===== src/design/xcc_pkg.sv =====
package xcc_pkg;

    // cipher geometry
    localparam int ROUNDS = 32;
    localparam logic [31:0] DELTA = 32'h9E37_79B9;
    localparam logic [63:0] DEC_SUM_WIDE = 64'(DELTA) * 64'(ROUNDS);
    localparam logic [31:0] DEC_SUM = DEC_SUM_WIDE[31:0];

    // block and padding
    localparam logic [3:0] BLOCK_BYTES = 4'd8;
    localparam logic [63:0] PAD_BLOCK = 64'h0808_0808_0808_0808;

    // register map
    localparam int ADDR_W = 5;
    localparam logic [2:0] REG_KEY0 = 3'd0;
    localparam logic [2:0] REG_KEY1 = 3'd1;
    localparam logic [2:0] REG_KEY2 = 3'd2;
    localparam logic [2:0] REG_KEY3 = 3'd3;
    localparam logic [2:0] REG_IV_LOW = 3'd4;
    localparam logic [2:0] REG_IV_HIGH = 3'd5;
    localparam logic [2:0] REG_DECRYPT = 3'd6;

    typedef logic [3:0][31:0] key_t;

    typedef struct packed {
        key_t        key;
        logic [63:0] iv;
        logic        decrypt;
    } cfg_t;

    // one slot of the round chain
    typedef struct packed {
        logic        vld;
        logic [31:0] v0;
        logic [31:0] v1;
        logic [31:0] sum;
        logic [63:0] mask;
        logic        last;
        logic        pad;
    } cell_t;

    function automatic logic [31:0] mix(input logic [31:0] v, input logic [31:0] s,
                                        input logic [31:0] k);
        mix = (((v << 4) ^ (v >> 5)) + v) ^ (s + k);
    endfunction

endpackage


===== src/design/xcc_apb_regs.sv =====
module xcc_apb_regs
(
    input  logic                       clk,
    input  logic                       rst_n,
    input  logic                       psel,
    input  logic                       penable,
    input  logic                       pwrite,
    input  logic [xcc_pkg::ADDR_W-1:0] paddr,
    input  logic [31:0]                pwdata,
    output logic [31:0]                prdata,
    output logic                       pready,
    output xcc_pkg::cfg_t              cfg
);

    xcc_pkg::key_t key_reg;
    logic [63:0]   iv_reg;
    logic          decrypt_reg;
    logic          wr_en;
    logic [2:0]    idx;

    assign pready = 1'b1;
    assign wr_en  = psel && penable && pwrite;
    assign idx    = paddr[4:2];

    always_ff @(posedge clk or negedge rst_n)
    begin
        if (!rst_n)
        begin
            key_reg     <= '0;
            iv_reg      <= '0;
            decrypt_reg <= 1'b0;
        end
        else if (wr_en)
        begin
            case (idx)
                xcc_pkg::REG_KEY0:    key_reg[0] <= pwdata;
                xcc_pkg::REG_KEY1:    key_reg[1] <= pwdata;
                xcc_pkg::REG_KEY2:    key_reg[2] <= pwdata;
                xcc_pkg::REG_KEY3:    key_reg[3] <= pwdata;
                xcc_pkg::REG_IV_LOW:  iv_reg[31:0] <= pwdata;
                xcc_pkg::REG_IV_HIGH: iv_reg[63:32] <= pwdata;
                xcc_pkg::REG_DECRYPT: decrypt_reg <= pwdata[0];
                default: ;
            endcase
        end
    end

    always_comb
    begin
        case (idx)
            xcc_pkg::REG_KEY0:    prdata = key_reg[0];
            xcc_pkg::REG_KEY1:    prdata = key_reg[1];
            xcc_pkg::REG_KEY2:    prdata = key_reg[2];
            xcc_pkg::REG_KEY3:    prdata = key_reg[3];
            xcc_pkg::REG_IV_LOW:  prdata = iv_reg[31:0];
            xcc_pkg::REG_IV_HIGH: prdata = iv_reg[63:32];
            xcc_pkg::REG_DECRYPT: prdata = {31'd0, decrypt_reg};
            default:              prdata = '0;
        endcase
    end

    assign cfg.key     = key_reg;
    assign cfg.iv      = iv_reg;
    assign cfg.decrypt = decrypt_reg;

endmodule


===== config.mk =====
export PLATFORM = sky130hd
export DESIGN_NAME = xcc_apb_regs
export DESIGN_NICKNAME = d
export VERILOG_FILES = /design/src/design/xcc_pkg.sv /design/src/design/xcc_apb_regs.sv
export SDC_FILE = /design/constraint.sdc
export NUM_CORES = 1
export LEC_CHECK = 0
export ABC_AREA = 1
export BUFFER_PORTS_ARGS = -buffer_cell sky130_fd_sc_hd__buf_2
export CAP_MARGIN = 30
export CORE_MARGIN = 2
export CORE_UTILIZATION = 53
export CTS_CLUSTER_SIZE = 8
export DETAILED_ROUTE_END_ITERATION = 10
export PLACE_DENSITY = 0.81
export SYNTH_ARGS = -nofsm -noshare
export SYNTH_HDL_FRONTEND = slang
export SYNTH_SLANG_ARGS = --single-unit

===== constraint.sdc =====
create_clock -name clk -period 1.4 [get_ports clk]
set_input_delay 0.14 -clock clk [delete_from_list [all_inputs] [get_ports clk]]
set_output_delay 0.14 -clock clk [all_outputs]
set_load 0.005 [all_outputs]

==> flow_metrics.py <==
metrics = {
    "clock_tree": {
        "cts_max_level": 4,
        "worstSkewPairLatency_ns": 0.44,
        "clock_sinks": 193,
        "root_buffer": "clkbuf_16",
        "clock_path_buffers": 2,
        "cts.reportedPaths.clkPinSlew_ns": 0.07,
        "numCtsBuffers": 17,
        "cts_tree": "yes",
    },
    "logic_synthesis": {
        "ys_seq_area_share_pct": 50.8,
        "synth_cells": 1252,
        "yosys_warnings": 0,
        "synth_nets": 1294,
        "syn_area_sq_mm": 0.00950,
        "synth_seq_cells": 193,
        "yosysUniqueCellTypes": 20,
        "avgSynthCellArea_sq_um": 7.59,
    },
    "timing": {
        "min_period_ns": 1.64,
        "drv_slew": 0,
        "hold_slack_ns": 0.00753,
        "fmax_mhz": 611,
        "fin_ws_ns": -0.238,
        "fin_skew_ns": 0,
        "hold_violations": 0,
        "finalCritPeriodShare_pct": 117,
        "grt_setup_unrepaired": "true",
        "setup_viol": 32,
    },
    "routing": {
        "avgViaCountPerCell": 5.87,
        "ant_nets": 0,
        "first_pass_iters": 6,
        "wl_mm": 37.6,
        "first_iter_violations": 1176,
        "wl_per_cell_microns": 19.8,
        "vias": 11158,
        "drc": 0,
    },
    "floorplanning": {
        "start_util_pct": 54.5,
        "die_x_microns": 138,
        "core_area_sq_mm": 0.0174,
        "io_pins": 268,
        "dieHeight_microns": 138,
        "num_rows": 48,
        "dieArea_sq_mm": 0.0190,
    },
    "run_status": {
        "status": "complete, but fails checks",
        "failed_checks": "negative setup slack",
    },
    "critical_path": {
        "cpMostUsedCell": "nand2_1",
        "cp_cell_sequence": "nand4_1, nand2_1, nor2_2, nand2_1, buf_2",
        "arrival_ns": 1.50,
        "startpoint_type": "register",
        "worstSetupPathType": "reg2out",
        "worstPathRequired_ns": 1.26,
        "endpoint_kind": "primary output",
        "cp_max_fo": 2,
        "slowest_stage": "dfrtp_1",
        "max_stage_delay_ns": 0.39,
    },
    "final_layout": {
        "nets": 1705,
        "final_common_cell": "nand2_1",
        "final_layout_size_suffix_gt1_share_pct": 33.9,
        "diodes": 0,
        "finalNonFillerCells": 1901,
        "syn_to_final_growth_pct": 45.0,
        "largest_reg_flops": 128,
        "mostFrequentLayoutCells": "nand2_1 (433), buf_2 (259), dfrtp_1 (193)",
        "design_area_sq_mm": 0.0138,
    },
    "power": {
        "power.internal_mw": 11.7,
        "leakage_nw": 7.78,
        "p_clk_share_pct": 28.1,
        "power_switching_mw": 5.63,
        "pwr_density_cell_mw_per_mm2": 1260,
        "vdd_ir_drop_max_uv": 945,
        "switching_share_pct": 32.4,
        "p_seq_share_pct": 42.5,
        "combPwrFrac_pct": 29.4,
    },
    "placement": {
        "port_buffers": 264,
        "dp_hpwl_mm": 24.1,
        "dpl_cell_area_sq_mm": 0.0117,
        "gp_congestion": 0.871,
        "dp_cells": 1716,
    },
    "grt": {
        "grt_pass1_vias": 10195,
        "overflow": 0,
        "grt_pass1_wl_mm": 54.1,
        "antenna_found_initial": 0,
        "track_usage_pct": 37.8,
        "grt_start_max_net_pins": 61,
    },
    "flow_run": {
        "cap_violations": 0,
    },
    "worst_hold_path": {
        "hold_path.class": "in2reg",
    },
}
-- cell type report --
class / instances / area (sq um)
flip-flops and latches: 193 / 4830
multi-input cells: 887 / 4200
fillers: 1185 / 3640
repair buffers: 496 / 3610
clock buffers: 21 / 480
well taps: 225 / 282
inverters: 68 / 260
clock inverters: 11 / 104
-- final timing paths --
kind / start / endpoint / slack (ns) / cells past startpoint
setup reg to reg: iv_reg[57]$_DFFE_PN0P_ / iv_reg[57]$_DFFE_PN0P_ / 0.43 / 4
hold / removal: pwdata[4] / iv_reg[4]$_DFFE_PN0P_ / 0.008 / 3
hold reg to reg: cfg[148]$_DFFE_PN0P_ / cfg[148]$_DFFE_PN0P_ / 0.51 / 2
setup / recovery: iv_reg[61]$_DFFE_PN0P_ / prdata[29] / -0.24 / 5
max in group asynchronous: rst_n / iv_reg[12]$_DFFE_PN0P_ / 0.64 / 3
min in group asynchronous: rst_n / iv_reg[36]$_DFFE_PN0P_ / 0.20 / 2
-- worst max-delay path, delay by kind of cell, from the launching register on --
kind	cells	cell delay [ns]
buffers and inverters	1	0.14
AND/OR/NAND/NOR	4	0.52
flip-flops	1	0.39
-- cells by family (layout without fill, tap and decap cells) --
logic type,after synthesis,count (layout),share of synthesized area (%)
AO/OA/AOI/OAI,194,194,10.2
flip-flops,193,193,50.8
AND/OR/NAND/NOR,692,692,31.5
buffers and inverters,172,596,7.42
other,1,1,0.0395
-- synthesized netlist by cell type --
| master | n | area [sq um] |
|---|---|---|
| a21oi_1 | 1 | 5.00 |
| buf_1 | 21 | 78.8 |
| buf_2 | 35 | 175 |
| buf_4 | 2 | 15.0 |
| buf_6 | 1 | 11.3 |
| clkbuf_1 | 45 | 169 |
| conb_1 | 1 | 3.75 |
| dfrtp_1 | 193 | 4830 |
| inv_1 | 66 | 248 |
| inv_2 | 2 | 7.51 |
| nand2_1 | 453 | 1700 |
| nand3_1 | 98 | 490 |
| nand3_2 | 1 | 10.0 |
| nand4_1 | 96 | 601 |
| nor2_1 | 38 | 143 |
| nor2_2 | 4 | 25.0 |
| nor2_4 | 1 | 11.3 |
| nor3_2 | 1 | 10.0 |
| o21ai_0 | 160 | 801 |
| o21ai_1 | 33 | 165 |
-- power by group through the flow --
stage                     combinational, mW  sequential (mW)  clock [mW]
after detailed placement               3.65             7.56           0
after global placement                 3.53             7.53           0
after floorplan                        1.36             7.49           0
final                                  5.10             7.38        4.88
after global routing                   5.55             7.47        5.11
after CTS                              4.65             7.32        4.87
-- timing repair --
| action | 4_1_cts | 5_1_grt |
|---|---|---|
| gates cloned | 0 | 1 |
| hold buffers | 29 | 0 |
| pin swaps | 103 | 51 |
| gates resized for setup | 48 | 26 |
| endpoints found under the hold margin | 265 | 0 |
| buffers inserted | 91 | 32 |
| setup endpoints to repair | 32 | 32 |
-- stage by stage --
step                worst slack (ns)  total power [mW]  TNS, ns  util [%]
CTS                           -0.121              16.8    -1.76      77.0
global route                  -0.270              18.1    -4.32      79.1
detailed placement            -0.146              11.2    -9.71      67.2
global placement              -0.104              11.1    -3.11      67.2
floorplan                      0.230              8.84        0         -
finish                        -0.238              17.4    -2.76      79.1
-- per-layer routing --
| metal | global-route usage [%] | up-vias | share of wire, % |
|---|---|---|---|
| met3 | 9.28 | 176 | 11 |
| met1 | 45.0 | 5253 | 35 |
| met4 | 21.7 | 0 | 6.3 |
| li1 | - | 4948 | - |
| met2 | 62.8 | 781 | 48 |
| met5 | 0 | - | 0 |
(Power assumes the default switching activity.)
