===== config.mk =====
export PLATFORM = sky130hd
export DESIGN_NAME = xcc_round_cell
export DESIGN_NICKNAME = d
export VERILOG_FILES = /design/src/design/xcc_pkg.sv /design/src/design/xcc_round_cell.sv
export SDC_FILE = /design/constraint.sdc
export NUM_CORES = 1
export LEC_CHECK = 0
export CAP_MARGIN = 30
export CORE_MARGIN = 1
export CORE_UTILIZATION = 60
export CTS_BUF_LIST = sky130_fd_sc_hd__clkbuf_4 sky130_fd_sc_hd__clkbuf_8
export CTS_CLUSTER_DIAMETER = 60
export DETAILED_ROUTE_END_ITERATION = 8
export DONT_BUFFER_PORTS = 1
export PLACE_DENSITY = 0.86
export SLEW_MARGIN = 20
export SYNTH_ARGS = -nofsm -noshare
export SYNTH_HDL_FRONTEND = slang
export SYNTH_SLANG_ARGS = --single-unit

===== constraint.sdc =====
create_clock -name clk -period 1.1 [get_ports clk]
set_clock_uncertainty 0.2 [all_clocks]
set_input_delay 0.11 -clock clk [delete_from_list [all_inputs] [get_ports clk]]
set_output_delay 0.11 -clock clk [all_outputs]
set_load 0.03 [all_outputs]

===== src/design/xcc_pkg.sv =====
package xcc_pkg;

    // cipher geometry
    localparam int ROUNDS = 32;
    localparam logic [31:0] DELTA = 32'h9E37_79B9;
    localparam logic [63:0] DEC_SUM_WIDE = 64'(DELTA) * 64'(ROUNDS);
    localparam logic [31:0] DEC_SUM = DEC_SUM_WIDE[31:0];

    // block and padding
    localparam logic [3:0] BLOCK_BYTES = 4'd8;
    localparam logic [63:0] PAD_BLOCK = 64'h0808_0808_0808_0808;

    // register map
    localparam int ADDR_W = 5;
    localparam logic [2:0] REG_KEY0 = 3'd0;
    localparam logic [2:0] REG_KEY1 = 3'd1;
    localparam logic [2:0] REG_KEY2 = 3'd2;
    localparam logic [2:0] REG_KEY3 = 3'd3;
    localparam logic [2:0] REG_IV_LOW = 3'd4;
    localparam logic [2:0] REG_IV_HIGH = 3'd5;
    localparam logic [2:0] REG_DECRYPT = 3'd6;

    typedef logic [3:0][31:0] key_t;

    typedef struct packed {
        key_t        key;
        logic [63:0] iv;
        logic        decrypt;
    } cfg_t;

    // one slot of the round chain
    typedef struct packed {
        logic        vld;
        logic [31:0] v0;
        logic [31:0] v1;
        logic [31:0] sum;
        logic [63:0] mask;
        logic        last;
        logic        pad;
    } cell_t;

    function automatic logic [31:0] mix(input logic [31:0] v, input logic [31:0] s,
                                        input logic [31:0] k);
        mix = (((v << 4) ^ (v >> 5)) + v) ^ (s + k);
    endfunction

endpackage


===== src/design/xcc_round_cell.sv =====
module xcc_round_cell
(
    input  logic                 clk,
    input  logic                 rst_n,
    input  logic                 advance,
    input  logic                 decrypt,
    input  xcc_pkg::key_t        key,
    input  xcc_pkg::cell_t       cell_in,
    output xcc_pkg::cell_t       cell_out
);

    logic [31:0] s_enc;
    logic [31:0] s_dec;
    logic [31:0] v0_enc;
    logic [31:0] v1_enc;
    logic [31:0] v0_dec;
    logic [31:0] v1_dec;
    logic        vld_reg;
    logic [31:0] v0_reg;
    logic [31:0] v0_next;
    logic [31:0] v1_reg;
    logic [31:0] v1_next;
    logic [31:0] sum_reg;
    logic [31:0] sum_next;
    logic [63:0] mask_reg;
    logic        last_reg;
    logic        pad_reg;

    // one full round, two half-rounds
    always_comb
    begin
        s_enc  = cell_in.sum + xcc_pkg::DELTA;
        v0_enc = cell_in.v0 + xcc_pkg::mix(cell_in.v1, cell_in.sum, key[cell_in.sum[1:0]]);
        v1_enc = cell_in.v1 + xcc_pkg::mix(v0_enc, s_enc, key[s_enc[12:11]]);
        s_dec  = cell_in.sum - xcc_pkg::DELTA;
        v1_dec = cell_in.v1 - xcc_pkg::mix(cell_in.v0, cell_in.sum, key[cell_in.sum[12:11]]);
        v0_dec = cell_in.v0 - xcc_pkg::mix(v1_dec, s_dec, key[s_dec[1:0]]);
        v0_next  = decrypt ? v0_dec : v0_enc;
        v1_next  = decrypt ? v1_dec : v1_enc;
        sum_next = decrypt ? s_dec : s_enc;
    end

    always_ff @(posedge clk or negedge rst_n)
    begin
        if (!rst_n)
        begin
            vld_reg <= 1'b0;
        end
        else if (advance)
        begin
            vld_reg <= cell_in.vld;
        end
    end

    always_ff @(posedge clk)
    begin
        if (advance)
        begin
            v0_reg   <= v0_next;
            v1_reg   <= v1_next;
            sum_reg  <= sum_next;
            mask_reg <= cell_in.mask;
            last_reg <= cell_in.last;
            pad_reg  <= cell_in.pad;
        end
    end

    assign cell_out.vld  = vld_reg;
    assign cell_out.v0   = v0_reg;
    assign cell_out.v1   = v1_reg;
    assign cell_out.sum  = sum_reg;
    assign cell_out.mask = mask_reg;
    assign cell_out.last = last_reg;
    assign cell_out.pad  = pad_reg;

endmodule


==> results of run 1 <==
==> kinds of logic after synthesis <==
group                    after synthesis
AO/OA/AOI/OAI                        976
AND/OR/NAND/NOR                      677
flip-flops                           163
buffers and inverters                181
XOR/XNOR                             633
adder cells (fa/ha/maj)              399
multiplexers                         173
==> metal layers <==
layer  GRT usage  GRT overflow
met2        1.01           400
met5       0.847            17
met1       0.916           120
met4       0.902           190
met3       0.878            89
==> what timing repair did <==
action                                  in CTS
pin swaps                                  243
hold endpoints to repair                   323
buffers inserted                            88
hold buffers                               142
endpoints found under the setup margin     252
cloned                                       0
gates resized for setup                    343
==> metrics by stage <==
step	util	setup WS, ns	std cells	hold WS [ns]	TNS, ns
2_1_floorplan	-	-7.82	3202	-0.386	-400.83
3_3_place_gp	0.804	-7.72	4832	-0.386	-421.69
3_5_place_dp	0.804	-8.35	4832	-0.386	-444.91
4_1_cts	0.887	-7.56	5086	-0.605	-442.28
==> key figures, run 1 <==
Clock network
  • Clock Path Buffers: 2
  • Clock buffer count from CTS: 17
  • CTS Sinks: 163
  • H-tree Lvls: 4
  • Root Buffer: clkbuf_8

Placed design
  • Detailed placer's ending HPWL: 111000 µm
  • GPL Wtd Cong: 1.10
  • DP Area: 38400 µm²
  • PortBufs: 0

Synthesis
  • Synth top area cells: edfxtp_1, ha_1, xnor2_1, mux4_2, xor2_1
  • EDFF count, synth: 162
  • Cells after Synth: 3202
  • Mux share of post-synthesis cell area: 0.115
  • Post-Synth XOR/XNOR Area: 0.192
  • Sequential area share after synthesis: 0.168
  • Area share of the largest cell type after synthesis: 0.167
  • Syn avg cell area: 9.09 µm²
  • Area of the mapped netlist: 29100 µm²
  • Post-synthesis adder-cell area fraction: 0.175
  • Most common cell in the synthesized netlist: xnor2_1
  • Compound-Gate Fraction of Synth Area: 0.217
  • YS warnings: 0
  • Simple-Gate Fraction of Synth Area: 0.110
  • Top cells by count, synth: xnor2_1, ha_1, a21oi_1
  • Ys flop type: edfxtp_1
  • Post-synth cell types: 91
  • Main combinational cell family by area after synthesis: compound AO/OA/AOI/OAI gates
  • Syn_nets: 3896
  • FFs w/ async S/R, synth: 0.00613
  • Yosys reg bits: 163
  • Cell type with the largest total area after synthesis: edfxtp_1

Global routing
  • Vias in the first global route: 48970
  • Total track usage: 0.932
  • Largest net degree at the start of global routing: 164
  • Global route total overflow: 816
  • First-pass GRT wire length: 343000 µm

Outcome
  • Tool error: [ERROR GRT-0116] Global routing finished with congestion. Check the congestion regions in the DRC Viewer.
  • Outcome: aborted with a tool error
  • Failed at: 5_1_grt

Floorplanning
  • Initial core utilization: 0.610
  • Die span in x: 222 µm
  • Placement Rows: 80
  • # IOs: 458
  • Die H: 222 µm
==> run 2, diff against run 1 <==
--- a/config.mk
+++ b/config.mk
@@ -7,12 +7,10 @@
 export LEC_CHECK = 0
 export CAP_MARGIN = 30
 export CORE_MARGIN = 1
-export CORE_UTILIZATION = 60
-export CTS_BUF_LIST = sky130_fd_sc_hd__clkbuf_4 sky130_fd_sc_hd__clkbuf_8
-export CTS_CLUSTER_DIAMETER = 60
+export CORE_UTILIZATION = 40
 export DETAILED_ROUTE_END_ITERATION = 8
 export DONT_BUFFER_PORTS = 1
-export PLACE_DENSITY = 0.86
+export PLACE_DENSITY_LB_ADDON = 0.15
 export SLEW_MARGIN = 20
 export SYNTH_ARGS = -nofsm -noshare
 export SYNTH_HDL_FRONTEND = slang
==> run 2 against run 1 <==
  * The flow now finishes, with violations (negative hold slack, negative setup slack)
  * Area after synthesis unchanged
  * Synthesized cell count unchanged
==> key figures, run 2 <==
Outcome
  • Outcome: finished, violations left (was aborted with a tool error)
  • Violated checks: negative hold slack, negative setup slack

Synthesis
  • Cells after Synth: 3202 (unchanged)
  • Cell type with the largest total area after synthesis: edfxtp_1 (unchanged)
  • Post-synth cell types: 91 (unchanged)
  • Area of the mapped netlist: 29100 µm² (unchanged)
  • Syn_nets: 3896 (unchanged)
  • Yosys reg bits: 163 (unchanged)
  • Sequential area share after synthesis: 0.168 (unchanged)
  • YS warnings: 0 (unchanged)
  • Top cells by count, synth: xnor2_1, ha_1, a21oi_1 (unchanged)
  • EDFF count, synth: 162 (unchanged)
  • Most common cell in the synthesized netlist: xnor2_1 (unchanged)
  • FFs w/ async S/R, synth: 0.00613 (unchanged)
  • Syn avg cell area: 9.09 µm² (unchanged)
  • Synth top area cells: edfxtp_1, ha_1, xnor2_1, mux4_2, xor2_1 (unchanged)
  • Area share of the largest cell type after synthesis: 0.167 (unchanged)
  • Ys flop type: edfxtp_1 (unchanged)

Worst setup path
  • FF-to-FF path depth: 1
  • Bufs and invs on worst path: 0
  • Critical path's top delay family: compound AO/OA/AOI/OAI gates
  • Crit path kind: primary input to register
  • CP peak stage delay: 0.55 ns
  • Worst R2R End: vld_reg$_DFFE_PN0P_
  • R2r setup slk: 0.14 ns
  • Setup crit end: v1_reg[31]$_DFFE_PP_
  • Critical Path RT: 1.16 ns
  • Crit. End Element: register
  • Most frequent cell on the critical path: xnor2_1
  • CP max stage cell: mux4_2
  • CP Data Arrival Time: 8.37 ns
  • Reg-to-reg startpoint: vld_reg$_DFFE_PN0P_
  • Critical path depth in cells: 43
  • Critical Path Source: cell_in[66]
  • Startpoint class of the critical path: primary input
  • Critical Path Fanout Max: 71

Finish
  • Share of layout cells above drive strength 1: 0.438
  • Most frequent cells in the layout: buf_4, ha_1, xnor2_1
  • Register area: 4890 µm²
  • Fill cells: 6078
  • Area grow syn2layout: 52.4%
  • Finished Core Util: 0.618
  • Multi-input logic area: 26400 µm²
  • Commonest non-fill, non-tap cell in the layout: buf_4
  • Number of flip-flops in the largest register: 64
  • ANT cells: 0
  • # nets final: 5236
  • Fin area: 44400 µm²
  • Post-route insts no fill: 5505

Route
  • DR top layer: met4
  • Initial drt markers: 3015
  • Via density: 5.81
  • DRT Pass-1 Iters: 6
  • Vias after detailed routing: 31998
  • WL met3: 12000 µm
  • DRT met1 WL: 64100 µm
  • Final wirelength: 141000 µm
  • Routed WL per cell: 25.5 µm
  • Drt drc: 0
  • Met2 wire len: 60900 µm
  • Post-route ant nets: 0

Placed design
  • PortBufs: 0 (unchanged)
  • DP Area: 39800 µm² (was 38400 µm²)
  • Detailed placer's ending HPWL: 116000 µm (was 111000 µm)
  • Placed cell count: 5297 (was 4832)
  • GPL Wtd Cong: 1.00 (was 1.10)

Clock network
  • Post-CTS Hold Buffers: 72 (was 142)
  • CTS tree: yes
  • Clock-pin slew on the worst setup and hold paths: 0.09 ns
  • CTS Sinks: 163 (unchanged)
  • H-tree Lvls: 4 (unchanged)
  • Clock buffer count from CTS: 17 (unchanged)
  • Root Buffer: clkbuf_16 (was clkbuf_8)
  • Later-pin clock latency in the skew report: 0.50 ns
  • Clock Path Buffers: 2 (unchanged)

Run
  • Max Cap Violations: 0

Floorplanning
  • Die span in x: 272 µm (was 222 µm)
  • Die H: 272 µm (was 222 µm)
  • Placement Rows: 98 (was 80)
  • Die ar.: 73800 µm²
  • Core area: 71700 µm²
  • # IOs: 458 (unchanged)
  • Initial core utilization: 0.406 (was 0.610)

STA
  • Worst hold margin: -0.474 ns
  • Fmax achieved: 120 MHz
  • Final Worst Setup Slack: -7.22 ns
  • RSZ-0062 raised after global routing: true
  • Tmin final: 8.32 ns
  • Fin crit share: 7.56
  • Final hold violations: 240
  • Slew @ Worst Pin: 0.965 ns
  • Endpoints failing setup: 256
  • Slew Limit Fails: 0
  • Slew Limit Headroom: 0.357

Min path
  • Type of the worst min-delay path: primary input to register
  • Hold path cells: 0

Global routing
  • Vias in the first global route: 31736
  • Largest net degree at the start of global routing: 164
  • First-pass GRT wire length: 201000 µm
  • Initial antenna violation count: 1
  • Total track usage: 0.370
  • Global route total overflow: 0
[run 2: cell counts after synthesis]
No cell type changed its count.
[run 2: layout make-up]
cell class	count	share of cell area
Inverter	109	0.00931
Tap cell	950	0.0268
Sequential cell	163	0.110
Timing Repair Buffer	1393	0.246
Clock buffer	17	0.00959
Multi-Input combinational cell	2858	0.595
Clock inverter	15	0.00364
[run 2: cell families after synthesis]
| group | count (synthesis) | share of synthesized area |
|---|---|---|
| buffers and inverters | 181 | 0.0241 |
| flip-flops | 163 | 0.168 |
| AO/OA/AOI/OAI | 976 | 0.217 |
| adder cells (fa/ha/maj) | 399 | 0.175 |
| multiplexers | 173 | 0.115 |
| XOR/XNOR | 633 | 0.192 |
| AND/OR/NAND/NOR | 677 | 0.110 |
[run 2: how the worst min path moves through the flow]
stage | startpoint | to | slack (ns)
6_report | advance | sum_reg[6]$_DFFE_PP_ | -0.47
5_1_grt | advance | sum_reg[5]$_DFFE_PP_ | -0.48
4_1_cts | advance | sum_reg[5]$_DFFE_PP_ | -0.50
3_5_place_dp | rst_n | vld_reg$_DFFE_PN0P_ | -0.39
3_3_place_gp | rst_n | vld_reg$_DFFE_PN0P_ | -0.39
2_1_floorplan | rst_n | vld_reg$_DFFE_PN0P_ | -0.39
[run 2: metrics by stage]
| stage | TNS (ns) | setup WS [ns] |
|---|---|---|
| 5_1_grt | -444.79 | -7.67 |
| 4_1_cts | -422.44 | -7.22 |
| 6_report | -422.91 | -7.22 |
| 2_1_floorplan | -400.83 | -7.82 |
| 3_5_place_dp | -445.31 | -8.03 |
| 3_3_place_gp | -439.51 | -7.94 |
[run 2: what timing repair did]
item | in CTS | in global routing
pin swaps | 221 | 169
endpoints found under the hold margin | 313 | 240
resized for setup | 305 | 200
setup buffers | 95 | 45
endpoints found under the setup margin | 256 | 258
[run 2: layer usage]
layer / GRT usage / up-vias
met1: 0.538 / 15626
met5: 0 / -
li1: - / 14683
met2: 0.572 / 1497
met3: 0.0522 / 192
met4: 0.0894 / 0
Power of run 2 is not shown: default switching activity piles up to over one toggle a cycle in this logic, so the estimate is an artifact.
==> run 3, diff against run 2 <==
--- a/config.mk
+++ b/config.mk
@@ -7,7 +7,7 @@
 export LEC_CHECK = 0
 export CAP_MARGIN = 30
 export CORE_MARGIN = 1
-export CORE_UTILIZATION = 40
+export CORE_UTILIZATION = 45
 export DETAILED_ROUTE_END_ITERATION = 8
 export DONT_BUFFER_PORTS = 1
 export PLACE_DENSITY_LB_ADDON = 0.15
==> run 3 against run 2 <==
  * The run still ends with negative hold slack, negative setup slack left
  * Global-route usage up 5.0 points
  * Via count is 5.6% higher
  * Core utilization is 9.9 points higher
  * Clock-buffer cell count grew 1
  * Non-clock buffer count up 11
  * Sequential cell count is the same
  * Design area is 2.8% higher
  * Register-to-register slack got worse by 0.03 ns
  * Maximum frequency fell by 1.6%
  * Wire length is 4.7% higher
  * Critical endpoint unchanged
  * Highest routed layer is now met5
==> key figures, run 3 (synthesized netlist as in run 2, its figures left out) <==
Finish
  • # nets final: 5247 (was 5236)
  • Share of layout cells above drive strength 1: 0.459 (was 0.438)
  • Multi-input logic area: 27400 µm² (was 26400 µm²)
  • Register area: 4890 µm² (unchanged)
  • Most frequent cells in the layout: buf_4, ha_1, xnor2_1 (unchanged)
  • Commonest non-fill, non-tap cell in the layout: buf_4 (unchanged)
  • Area grow syn2layout: 56.7% (was 52.4%)
  • Fill cells: 4523 (was 6078)
  • Number of flip-flops in the largest register: 64 (unchanged)

Floorplanning
  • Core area: 63500 µm² (was 71700 µm²)
  • Placement Rows: 92 (was 98)
  • Die ar.: 65700 µm² (was 73800 µm²)
  • # IOs: 458 (unchanged)
  • Initial core utilization: 0.458 (was 0.406)
  • Die H: 256 µm (was 272 µm)
  • Die span in x: 256 µm (was 272 µm)

STA
  • Fmax achieved: 118 MHz (was 120 MHz)
  • Endpoints failing setup: 257 (was 256)
  • Final Worst Setup Slack: -7.35 ns (was -7.22 ns)
  • Fin crit share: 7.68 (was 7.56)
  • Slew Limit Fails: 0 (unchanged)
  • Slew Limit Headroom: 0.496 (was 0.357)
  • Slew @ Worst Pin: 0.751 ns (was 0.965 ns)
  • Worst hold margin: -0.458 ns (was -0.474 ns)
  • Final hold violations: 239 (was 240)
  • RSZ-0062 raised after global routing: true (unchanged)
  • Tmin final: 8.45 ns (was 8.32 ns)

Run
  • Max Cap Violations: 0 (unchanged)

Clock network
  • Clock Path Buffers: 2 (unchanged)
  • Root Buffer: clkbuf_16 (unchanged)
  • Later-pin clock latency in the skew report: 0.51 ns (was 0.50 ns)
  • CTS Sinks: 163 (unchanged)
  • Clock buffer count from CTS: 17 (unchanged)
  • Post-CTS Hold Buffers: 73 (was 72)
  • Clock-pin slew on the worst setup and hold paths: 0.08 ns (was 0.09 ns)
  • CTS tree: yes (unchanged)
  • H-tree Lvls: 4 (unchanged)

Route
  • DRT Pass-1 Iters: 6 (unchanged)
  • Met2 wire len: 63000 µm (was 60900 µm)
  • Final wirelength: 147000 µm (was 141000 µm)
  • Drt drc: 0 (unchanged)
  • Via density: 6.24 (was 5.81)
  • DRT met1 WL: 60500 µm (was 64100 µm)
  • Routed WL per cell: 27.2 µm (was 25.5 µm)
  • Post-route ant nets: 0 (unchanged)
  • WL met3: 17400 µm (was 12000 µm)
  • DR top layer: met5 (was met4)
  • Initial drt markers: 4066 (was 3015)
  • Vias after detailed routing: 33793 (was 31998)

Global routing
  • Initial antenna violation count: 3 (was 1)
  • Total track usage: 0.420 (was 0.370)
  • Global route total overflow: 0 (unchanged)
  • First-pass GRT wire length: 204000 µm (was 201000 µm)
  • Vias in the first global route: 32596 (was 31736)
  • Largest net degree at the start of global routing: 164 (unchanged)

Worst setup path
  • Startpoint class of the critical path: primary input (unchanged)
  • R2r setup slk: 0.11 ns (was 0.14 ns)
  • Crit. End Element: register (unchanged)
  • FF-to-FF path depth: 1 (unchanged)
  • CP Data Arrival Time: 8.50 ns (was 8.37 ns)
  • Critical Path RT: 1.15 ns (was 1.16 ns)
  • Critical Path Fanout Max: 72 (was 71)
  • Worst R2R End: vld_reg$_DFFE_PN0P_ (unchanged)
  • Reg-to-reg startpoint: vld_reg$_DFFE_PN0P_ (unchanged)
  • CP peak stage delay: 0.54 ns (was 0.55 ns)
  • Crit path kind: primary input to register (unchanged)
  • CP max stage cell: mux4_2 (unchanged)

Min path
  • WHS Endpoint: sum_reg[3]$_DFFE_PP_ (was sum_reg[6]$_DFFE_PP_)
  • Type of the worst min-delay path: primary input to register (unchanged)
  • HP Start: advance (unchanged)
  • Hold path cells: 0 (unchanged)

Placed design
  • GPL Wtd Cong: 0.996 (was 1.00)
  • PortBufs: 0 (unchanged)
  • Detailed placer's ending HPWL: 113000 µm (was 116000 µm)

Outcome
  • Outcome: finished, violations left (unchanged)
  • Violated checks: negative hold slack, negative setup slack (unchanged)
==> run 3: how the worst max path moves through the flow <==
stage | start | end | slack (ns) | cells past startpoint
after detailed placement | cell_in[66] | v1_reg[31]$_DFFE_PP_ | -8.02 | 42
after CTS | cell_in[66] | v1_reg[31]$_DFFE_PP_ | -7.23 | 43
after floorplan | cell_in[66] | v1_reg[31]$_DFFE_PP_ | -7.82 | 47
after global placement | cell_in[66] | v1_reg[31]$_DFFE_PP_ | -7.87 | 42
final | cell_in[66] | v1_reg[31]$_DFFE_PP_ | -7.35 | 46
after global routing | cell_in[66] | v1_reg[30]$_DFFE_PP_ | -7.72 | 43
==> run 3: per-layer routing <==
metal / track usage / vias to the layer above
met5: 0 / -
met4: 0.125 / 2
met3: 0.0838 / 470
met2: 0.646 / 2303
met1: 0.590 / 16302
li1: - / 14716
==> run 3: layout make-up <==
cell class              count  share of cell area
clock inverters            14             0.00469
inverters                 109             0.00916
diodes                      1           0.0000549
well taps                 846              0.0232
repair buffers           1404               0.245
flip-flops and latches    163               0.107
clock buffers              18             0.00941
multi-input cells        2858               0.601
==> run 3: per-stage QoR <==
stage / setup WS, ns / area [µm²] / util / setup TNS (ns) / std cells
2_1_floorplan: -7.82 / 29900 / - / -400.83 / 3202
3_3_place_gp: -7.87 / 39500 / 0.621 / -443.06 / 5166
3_5_place_dp: -8.02 / 39500 / 0.621 / -448.89 / 5166
4_1_cts: -7.23 / 43700 / 0.688 / -422.14 / 5370
5_1_grt: -7.72 / 45600 / 0.718 / -451.05 / 5412
6_report: -7.35 / 45600 / 0.718 / -434.41 / 5413
==> run 3: worst max-delay path: cells and delay by family <==
kind,cells,cell delay (ns)
compound gates,23,3.65
xor+xnor,8,1.59
fa+ha+maj,5,1.37
buf+inv,3,0.27
mux,1,0.54
simple gates,6,0.93
==> run 3: timing repair <==
item / 4_1_cts / 5_1_grt
endpoints found under the hold margin: 313 / 239
resized for setup: 446 / 287
pin swaps: 293 / 247
buffers inserted: 117 / 69
endpoints found under the setup margin: 254 / 257
Power of run 3 is left out for the same reason.
